===== src/hw/rtl/pcr_pkg.sv =====
package pcr_pkg;

  localparam int CFG_IDX_W  = 3;
  localparam int CFG_DATA_W = 17;

  localparam logic [CFG_IDX_W-1:0] REG_PITCH = 3'd0;
  localparam logic [CFG_IDX_W-1:0] REG_YAW   = 3'd1;
  localparam logic [CFG_IDX_W-1:0] REG_FOCAL = 3'd2;
  localparam logic [CFG_IDX_W-1:0] REG_PSX   = 3'd3;
  localparam logic [CFG_IDX_W-1:0] REG_PSY   = 3'd4;

  localparam logic [15:0] FOCAL_RESET = 16'd10000;
  localparam logic [15:0] PSX_RESET   = 16'd77;
  localparam logic [15:0] PSY_RESET   = 16'd77;

  localparam logic signed [17:0] ANG_PI      = 18'sd51472;
  localparam logic signed [17:0] ANG_HALF_PI = 18'sd25736;
  localparam logic signed [33:0] CORDIC_GAIN = 34'sd652032874;
  localparam int ATAN_IDX_W = 5;

  typedef struct packed {
    logic signed [15:0] pixel_x;
    logic signed [15:0] pixel_y;
  } pcr_in_t;

  typedef struct packed {
    logic signed [15:0] ray_x;
    logic signed [15:0] ray_y;
    logic signed [15:0] ray_z;
  } pcr_out_t;

  typedef logic signed [15:0] pcr_q15_t;
  // entries: forward xyz, right xyz, up xyz
  typedef pcr_q15_t [8:0] pcr_basis_t;

  localparam pcr_basis_t BASIS_RESET = {16'h0000, 16'h7FFF, 16'h0000, 16'h0000, 16'h0000,
                                        16'h7FFF, 16'h7FFF, 16'h0000, 16'h0000};

  typedef enum logic [1:0] {
    BS_IDLE,
    BS_ROT,
    BS_MUL,
    BS_WB
  } pcr_bstate_t;

  function automatic logic [29:0] atan_q30(input logic [ATAN_IDX_W-1:0] idx);
    logic [29:0] v;
    case (idx)
      5'd0:  v = 30'd843314857;
      5'd1:  v = 30'd497837830;
      5'd2:  v = 30'd263043837;
      5'd3:  v = 30'd133525159;
      5'd4:  v = 30'd67021687;
      5'd5:  v = 30'd33543516;
      5'd6:  v = 30'd16775851;
      5'd7:  v = 30'd8388437;
      5'd8:  v = 30'd4194283;
      5'd9:  v = 30'd2097149;
      5'd10: v = 30'd1048576;
      5'd11: v = 30'd524288;
      5'd12: v = 30'd262144;
      5'd13: v = 30'd131072;
      5'd14: v = 30'd65536;
      5'd15: v = 30'd32768;
      5'd16: v = 30'd16384;
      5'd17: v = 30'd8192;
      5'd18: v = 30'd4096;
      5'd19: v = 30'd2048;
      5'd20: v = 30'd1024;
      5'd21: v = 30'd512;
      5'd22: v = 30'd256;
      5'd23: v = 30'd128;
      default: v = 30'd0;
    endcase
    return v;
  endfunction

endpackage


===== src/hw/rtl/pcr_basis.sv =====
module pcr_basis #(
  parameter int SINCOS_ITERATIONS = 16
) (
  input  logic                 clk,
  input  logic                 rst_n,
  input  logic                 start,
  input  logic signed [15:0]   pitch,
  input  logic signed [16:0]   yaw,
  output logic                 busy,
  output pcr_pkg::pcr_basis_t  basis
);
  import pcr_pkg::*;

  localparam int IT_W = $clog2(SINCOS_ITERATIONS);
  localparam logic [IT_W-1:0] IT_LAST = IT_W'(SINCOS_ITERATIONS - 1);

  typedef struct packed {
    logic signed [33:0] x;
    logic signed [33:0] y;
    logic signed [33:0] z;
  } pcr_rot_t;

  pcr_bstate_t state_r, state_nxt;
  logic [IT_W-1:0] it_r;
  logic [1:0] mc_r;
  pcr_rot_t rp_r, ry_r;
  logic pflip_r, yflip_r;
  logic signed [63:0] prod_r;
  logic [1:0] pidx_r;
  logic pv_r;
  pcr_basis_t basis_r;

  logic signed [17:0] pa, ya, pang, yang;
  logic pflip, yflip;
  logic signed [33:0] cx, sx, cy, sy;
  logic signed [31:0] ma, mb;
  logic [29:0] atan_v;

  function automatic pcr_rot_t rot_step(input pcr_rot_t r, input logic [IT_W-1:0] sh,
                                        input logic [29:0] at);
    pcr_rot_t o;
    logic signed [33:0] dx, dy, a;
    dx = r.y >>> sh;
    dy = r.x >>> sh;
    a  = $signed({4'b0000, at});
    if (!r.z[33]) begin
      o.x = r.x - dx;
      o.y = r.y + dy;
      o.z = r.z - a;
    end else begin
      o.x = r.x + dx;
      o.y = r.y - dy;
      o.z = r.z + a;
    end
    return o;
  endfunction

  function automatic pcr_q15_t q30_round(input logic signed [33:0] v);
    logic signed [34:0] t;
    logic signed [34:0] s;
    pcr_q15_t o;
    t = v + 35'sd16384;
    s = t >>> 15;
    if (s > 35'sd32767)       o = 16'sh7FFF;
    else if (s < -35'sd32768) o = 16'sh8000;
    else                      o = s[15:0];
    return o;
  endfunction

  function automatic pcr_q15_t prod_round(input logic signed [63:0] p);
    logic signed [63:0] t;
    logic signed [63:0] s;
    pcr_q15_t o;
    t = p + (64'sd1 <<< 44);
    s = t >>> 45;
    if (s > 64'sd32767)       o = 16'sh7FFF;
    else if (s < -64'sd32768) o = 16'sh8000;
    else                      o = s[15:0];
    return o;
  endfunction

  // fold angles beyond half pi back toward zero
  always_comb begin
    pa = {{2{pitch[15]}}, pitch};
    ya = {yaw[16], yaw};
    pflip = (pa > ANG_HALF_PI) || (pa < -ANG_HALF_PI);
    yflip = (ya > ANG_HALF_PI) || (ya < -ANG_HALF_PI);
    if (pa > ANG_HALF_PI)       pang = pa - ANG_PI;
    else if (pa < -ANG_HALF_PI) pang = pa + ANG_PI;
    else                        pang = pa;
    if (ya > ANG_HALF_PI)       yang = ya - ANG_PI;
    else if (ya < -ANG_HALF_PI) yang = ya + ANG_PI;
    else                        yang = ya;
    atan_v = atan_q30(ATAN_IDX_W'(it_r));
  end

  always_comb begin
    cx = pflip_r ? -rp_r.x : rp_r.x;
    sx = pflip_r ? -rp_r.y : rp_r.y;
    cy = yflip_r ? -ry_r.x : ry_r.x;
    sy = yflip_r ? -ry_r.y : ry_r.y;
    case (mc_r)
      2'd0: begin ma = cy[31:0]; mb = sx[31:0]; end
      2'd1: begin ma = cy[31:0]; mb = cx[31:0]; end
      2'd2: begin ma = sx[31:0]; mb = sy[31:0]; end
      default: begin ma = cx[31:0]; mb = sy[31:0]; end
    endcase
  end

  always_ff @(posedge clk) begin
    if (!rst_n) begin
      state_r <= BS_IDLE;
    end else begin
      state_r <= state_nxt;
    end
  end

  always_comb begin
    state_nxt = state_r;
    busy = (state_r != BS_IDLE);
    case (state_r)
      BS_IDLE: begin
        if (start) state_nxt = BS_ROT;
      end
      BS_ROT: begin
        if (it_r == IT_LAST) state_nxt = BS_MUL;
      end
      BS_MUL: begin
        if (mc_r == 2'd3) state_nxt = BS_WB;
      end
      BS_WB: begin
        state_nxt = BS_IDLE;
      end
      default: state_nxt = BS_IDLE;
    endcase
  end

  always_ff @(posedge clk) begin
    if (state_r == BS_IDLE && start) begin
      rp_r    <= '{x: CORDIC_GAIN, y: 34'sd0, z: {pang, 16'h0000}};
      ry_r    <= '{x: CORDIC_GAIN, y: 34'sd0, z: {yang, 16'h0000}};
      pflip_r <= pflip;
      yflip_r <= yflip;
      it_r    <= '0;
    end else if (state_r == BS_ROT) begin
      rp_r <= rot_step(rp_r, it_r, atan_v);
      ry_r <= rot_step(ry_r, it_r, atan_v);
      it_r <= it_r + 1'b1;
    end
    if (state_r == BS_MUL) begin
      mc_r <= mc_r + 1'b1;
    end else begin
      mc_r <= 2'd0;
    end
    prod_r <= ma * mb;
    pidx_r <= mc_r;
  end

  always_ff @(posedge clk) begin
    if (!rst_n) begin
      pv_r    <= 1'b0;
      basis_r <= BASIS_RESET;
    end else begin
      pv_r <= (state_r == BS_MUL);
      if (state_r == BS_MUL) begin
        basis_r[0] <= q30_round(-sy);
        basis_r[3] <= q30_round(cy);
        basis_r[6] <= 16'sd0;
        basis_r[7] <= q30_round(cx);
        basis_r[8] <= q30_round(-sx);
      end
      if (pv_r) begin
        case (pidx_r)
          2'd0: basis_r[1] <= prod_round(prod_r);
          2'd1: basis_r[2] <= prod_round(prod_r);
          2'd2: basis_r[4] <= prod_round(prod_r);
          default: basis_r[5] <= prod_round(prod_r);
        endcase
      end
    end
  end

  assign basis = basis_r;

`ifndef SYNTHESIS
  a_start_busy: assert property (@(posedge clk) disable iff (!rst_n)
    start && !busy |=> busy) else $error("rebuild did not start");
  a_up_x_zero: assert property (@(posedge clk) disable iff (!rst_n)
    basis_r[6] == 16'sd0) else $error("up x entry not zero");
  a_wb_after_mul: assert property (@(posedge clk) disable iff (!rst_n)
    state_r == BS_WB |-> pv_r && pidx_r == 2'd3) else $error("last product not written");
`endif

endmodule


===== config.mk =====
export PLATFORM = sky130hd
export DESIGN_NAME = pcr_basis
export DESIGN_NICKNAME = d
export VERILOG_FILES = /design/src/hw/rtl/pcr_pkg.sv /design/src/hw/rtl/pcr_basis.sv
export SDC_FILE = /design/constraint.sdc
export NUM_CORES = 2
export LEC_CHECK = 0
export BUFFER_PORTS_ARGS = -buffer_cell sky130_fd_sc_hd__buf_4
export CAP_MARGIN = 20
export CORE_MARGIN = 2
export CORE_UTILIZATION = 28
export CTS_CLUSTER_DIAMETER = 120
export DETAILED_ROUTE_END_ITERATION = 10
export HOLD_SLACK_MARGIN = 0.02
export PLACE_DENSITY_LB_ADDON = 0.12
export SLEW_MARGIN = 20
export SYNTH_ARGS = -nofsm -noshare
export SYNTH_HDL_FRONTEND = slang
export SYNTH_SLANG_ARGS = --single-unit

===== constraint.sdc =====
create_clock -name clk -period 12.6 [get_ports clk]
set_input_delay 2.52 -clock clk [delete_from_list [all_inputs] [get_ports clk]]
set_output_delay 2.52 -clock clk [all_outputs]
set_load 0.1 [all_outputs]

Word level (Yosys, flattened, before mapping). Memory sizes are Yosys's and may differ from the RTL's. A register that Yosys moved wholly into a read port is not among the register bits. Index checks and enable logic that the tools add are counted.

Output and inout port bits: 145. Logic and storage cells: 133. Latch bits: 0. Bits in writable memories: 0. Flip-flop bits (word level): 409. Memories kept: 1. Memory bits (read-only): 480.

Memories: (no name shown) (depth 16, width 30, read ports 1, clocked after Yosys merged registers in 1, wr ports 0, RTL line pcr_pkg.sv:48) `case (idx)`.

Reduce and logical (&&, ||, !) cells: 15. Div/mod/pow operators: 0. Multipliers: 1. Equal/unequal tests: 12. Mux-type cells: 32. Bitwise gates (word level): 1. Shifts and indexed selects: 4. Order comparisons: 14. Add/subtract/negate cells: 29.

Operators by type and width (count): two-way mux 34 bit (8); two-way mux 102 bit (2); negation 34 bit (6); two-way mux 16 bit (10); adder 34 x 16 -> 35 bit (second input constant) (4); adder 34 bit (4); >>> shifter 34 x 4 -> 34 bit (4); subtractor 34 bit (4); one-hot mux 32 bit (2 select lines) (2); greater-than comparator 20 x 16 -> 1 bit (second input constant) (4); less-than comparator 20 x 16 -> 1 bit (second input constant) (4); two-way mux 18 bit (4); adder 34 x 31 -> 34 bit (2); subtractor 34 x 31 -> 34 bit (2); adder 64 x 46 -> 64 bit (second input constant) (1); multiplier 32 x 32 -> 64 bit (1); greater-than comparator 19 x 16 -> 1 bit (second input constant) (1); less-than comparator 19 x 16 -> 1 bit (second input constant) (1); adder 16 x 17 -> 18 bit (second input constant) (1); adder 17 x 17 -> 18 bit (second input constant) (1); subtractor 16 x 17 -> 18 bit (second input constant) (1); subtractor 17 x 17 -> 18 bit (second input constant) (1); greater-than comparator 17 x 16 -> 1 bit (second input constant) (1); less-than comparator 17 x 16 -> 1 bit (second input constant) (1); other kinds (20) (38).

Depth between registers and ports, before layout.
Word-level depth: 7. Depth in mapped cells: 43.

Least setup slack after synthesis. Ideal clock, no wire load.

Path type: reg2reg. Start: register yflip_r. End: register prod_r[63]. Cell stages (with the launch flop): 42. Slack: 1950 ps. Data required time: 12528 ps. Arrival: 10578 ps. Buffers on the path: 9. Path through: edfxtp_1 -> clkbuf_1 -> clkbuf_1 -> clkbuf_1 -> clkbuf_1 -> buf_1 -> buf_1 -> clkbuf_1 -> buf_1 -> o31ai_1 -> xnor2_1 -> a221oi_1 -> a21oi_1 -> clkbuf_1 -> nand2_1 -> fa_1 -> inv_1 -> fa_1 -> [6 not listed] -> fa_1 -> inv_1 -> fa_1 -> inv_1 -> ha_1 -> inv_1 -> nor4_1 -> nand4_1 -> nor3_1 -> and2_1 -> a31oi_1 -> a21oi_1 -> o21a_1 -> a211oi_1 -> o31ai_1 -> a211oi_1 -> nor3_1 -> xnor2_1.

Word-level cells in the longest chain between the ends: 3. Elaborated cells between the ends (all ways): 5. Those cells by class: 1 x mul; 4 x mux.

RTL lines: start: declaration (RTL line pcr_basis.sv:27) `logic pflip_r, yflip_r;`; start signal: assignment (RTL line pcr_basis.sv:143) `yflip_r <= yflip;`; two-way mux 34 bit (on tied branches) (RTL line pcr_basis.sv:100, pcr_basis.sv:101); one-hot mux 32 bit (2 select lines) (RTL line pcr_basis.sv:102) `case (mc_r)`; multiplier 32 x 32 -> 64 bit * (RTL line pcr_basis.sv:155) `prod_r <= ma * mb;`; end signal: assignment (RTL line pcr_basis.sv:155); end: declaration (RTL line pcr_basis.sv:28) `logic signed [63:0] prod_r;`.

Every way passes the cells marked *; elsewhere a longest branch is shown, timed or not. A chain may end at the register's enable or synchronous reset.

Worst setup path after layout.
Start: register ry_r[81] (netlist name). End: register prod_r[62].

Word-level cells in the longest chain between the ends: 4.

RTL lines: start: declaration (RTL line pcr_basis.sv:26) `pcr_rot_t rp_r, ry_r;`; start signal: assignment (RTL line pcr_basis.sv:141) `ry_r <= '{x: CORDIC_GAIN, y: 34'sd0, z: {yang, 16'h0000}};`; start signal: assignment (RTL line pcr_basis.sv:147) `ry_r <= rot_step(ry_r, it_r, atan_v);`; negation 34 bit (RTL line pcr_basis.sv:100) `cy = yflip_r ? -ry_r.x : ry_r.x;`; two-way mux 34 bit * (RTL line pcr_basis.sv:100); one-hot mux 32 bit (2 select lines) * (RTL line pcr_basis.sv:102); multiplier 32 x 32 -> 64 bit * (RTL line pcr_basis.sv:155).

Marked as above.

==> results.yml <==
floorplan:
  initial_utilization_pct: 28.15
  die_w_um: 525.7
  coreArea_um2: 270800
  ioPinCount: 181
  die_area_um2: 276400
  die_y_um: 525.7
  fp-row-count: 191
logic_synthesis:
  synth_cell_type_count: 98
  synth_compound_area_share_pct: 13.82
  synth-simple-area-share_pct: 16.72
  synth_edf_count: 38
  synth_warnings: 0
  synth_top_family_by_area: "adder cells"
  syn_area_um2: 76220
  async_flop_share_pct: 0
  ys_top_cells_by_count: "inv_1, nor2_1, fa_1"
  yosys.area.top_type_share_pct: 28.55
  avgSynthCellArea_um2: 8.411
  ys_ff_latch: 394
  synth_mux_area_share_pct: 7.341
  ys.flop_type: "dfxtp_1"
  synthXorXnorAreaFrac_pct: 7.384
  seq_area_frac_synth_pct: 10.85
  synthAdderAreaFrac_pct: 35.40
  synthCells: 9061
  synth.most_common_cell: "inv_1"
  synth_largest_area_cell: "fa_1"
  synthTopCellsByArea: "fa_1, dfxtp_1, ha_1"
placed_design:
  gp_congestion: 0.9356
  pre_cts_ws_ns: 0.8011
  port-buffer-count: 164
  dp_cells: 12523
  post-dp-hpwl_um: 247200
routing:
  drtPass1Iterations: 8
  wl_um: 308100
  drt_first_iter_violations: 5031
  viasPerCell: 5.241
  post_drt_wl_per_cell_um: 24.38
  routed-via-count: 66211
  ant_nets: 0
  route.detailed.drc: 0
critical_path:
  cp-end-kind: "flop"
  crit_path_max_incr_delay_ns: 0.73
  rr_startpoint: "ry_r[81]"
  critPathSlowestCell: "nor3b_1"
  crit_required_ns: 13.18
  crit_top_cell: "fa_1"
  crit_fanout: 14
  crit_path_start: "ry_r[81]"
  cp.arrival_ns: 12.63
  cp-start-kind: "flop"
  crit_type: "flop to flop"
sta:
  post-route-period-util_pct: 95.58
  relSlewSlack_pct: 10.80
  setup-tns-final_ns: 0
  hold_viol_final: 0
  timing.fmax_mhz: 83.04
  final-max-slew-violation-count: 0
  fin_skew_ns: 0.08180
  min_period_ns: 12.04
  rsz0062_at_grt: "no"
  worst_pin_slew_ns: 1.329
  setup_slack_ns: 0.5570
  setup_viol: 0
outcome:
  outcome: "finished clean"
clock_network:
  postCtsSetupBuffers: 0
  clock_path_buffers: 3
  clk_pin_slew_ns: 0.07
  cts_htree_levels: 2
  numCtsBuffers: 54
  cts_tree: "built"
  cts_sinks: 394
  clkLatencyLatePin_ns: 0.73
  ctsResizeCount: 0
  cts-hold-fix-buffers: 0
  clock-root-buffer: "clkbuf_16"
cells_and_area:
  syn2layout_area_growth_pct: 10.44
  final_util_pct: 31.09
  nets: 10550
  final_cells: 12634
  fillers: 28778
  drive_gt1_share_pct: 9.717
global_route:
  grt_max_degree: 86
  first_global_vias: 66790
  grt_usage_pct: 22.11
  antenna_found_initial: 11
  grt.overflow.total: 0
  grt_pass1_wl_um: 458000
worst_hold_path:
  hold_class: "flop to flop"
  worstHoldStart: "mc_r[1]"
job:
  maxCapViolCount: 0
-- final cells by class --
type | count | area [um^2] | area share (%)
Clock inverter | 28 | 399.1 | 0.4742
Sequential cell | 394 | 8283 | 9.840
Tap cell | 3570 | 4467 | 5.307
Clock buffer | 74 | 1496 | 1.778
Timing Repair Buffer | 440 | 3328 | 3.954
Inverter | 1133 | 4262 | 5.063
Multi-Input combinational cell | 6987 | 61920 | 73.56
Antenna cell | 8 | 20.02 | 0.02378
-- worst max-delay path, delay by kind of cell, from the launching register on --
family	cells	cell delay, ns
buffers and inverters	4	0.76
DFF	1	0.43
xor gates and xnor gates	2	0.46
and+or+nand+nor	10	3.19
AOI/OAI and AO/OA	10	2.64
adders and majority gates	9	4.38
-- per-layer routing --
metal / track usage [%] / part of all wire (%)
met1: 30.37 / 45
met2: 34.93 / 45
met3: 3.426 / 6.2
met4: 8.047 / 4.1
met5: 0 / 0.032
-- path summary, 6_finish.rpt --
| path | end | slack [ns] | cells after the start |
|---|---|---|---|
| setup / recovery | prod_r[62] | 0.56 | 35 |
| hold / removal | pidx_r[1] | 0.45 | 0 |
| setup reg to reg | prod_r[62] | 0.56 | 35 |
| hold reg to reg | pidx_r[1] | 0.45 | 0 |
-- cell families after synthesis --
kind of cell | Yosys count
mux | 344
other cells | 1
compound gates | 1603
fa+ha+maj | 1504
simple gates | 2879
flops | 394
buf+inv | 1695
xor+xnor | 641
-- cell usage in the layout, fill, tap and decap left out, types with 24 or more instances in the layout --
cell type and count:
mux2_2 40, nor2_1 1087, a31oi_1 91, nand4_1 50
dfxtp_1 352, nor2b_1 42, xnor2_1 359, xor2_1 279
o31ai_1 56, and3_1 55, or3_1 62, o21bai_1 28
a211oi_1 95, o22ai_1 50, o21ai_0 325, and2_1 78
a21oi_1 353, o211ai_1 56, nand2_1 978, or4_1 26
ha_1 413, buf_4 437, o41ai_1 24, nor4_1 51
o21a_1 86, fa_1 1086, or2_2 30, nor3_1 140
nand3_1 115, clkbuf_16 54, a21o_1 109, mux4_2 168
mux2i_1 136, inv_1 1124, nand2b_1 67, edfxtp_1 38
-- sequential cells by signal, indices dropped and copies added, names as in the netlist, 2 cells and up --
signal	flops
atan_v	29
basis	128
it_r	4
mc_r	2
pidx_r	2
prod_r	20
rp_r	102
ry_r	102
state_r	2
-- metrics by stage --
stage | cell area, um^2 | hold WS [ns]
5_1_grt | 84160 | 0.4587
3_5_place_dp | 82220 | 0.4342
4_1_cts | 84120 | 0.4445
6_report | 84170 | 0.4507
2_1_floorplan | 76270 | 0.3856
3_3_place_gp | 82210 | 0.4416
Power is left out: the tool's default activity adds up to more than one toggle a clock period on the data nets, which glitch-free logic cannot reach.
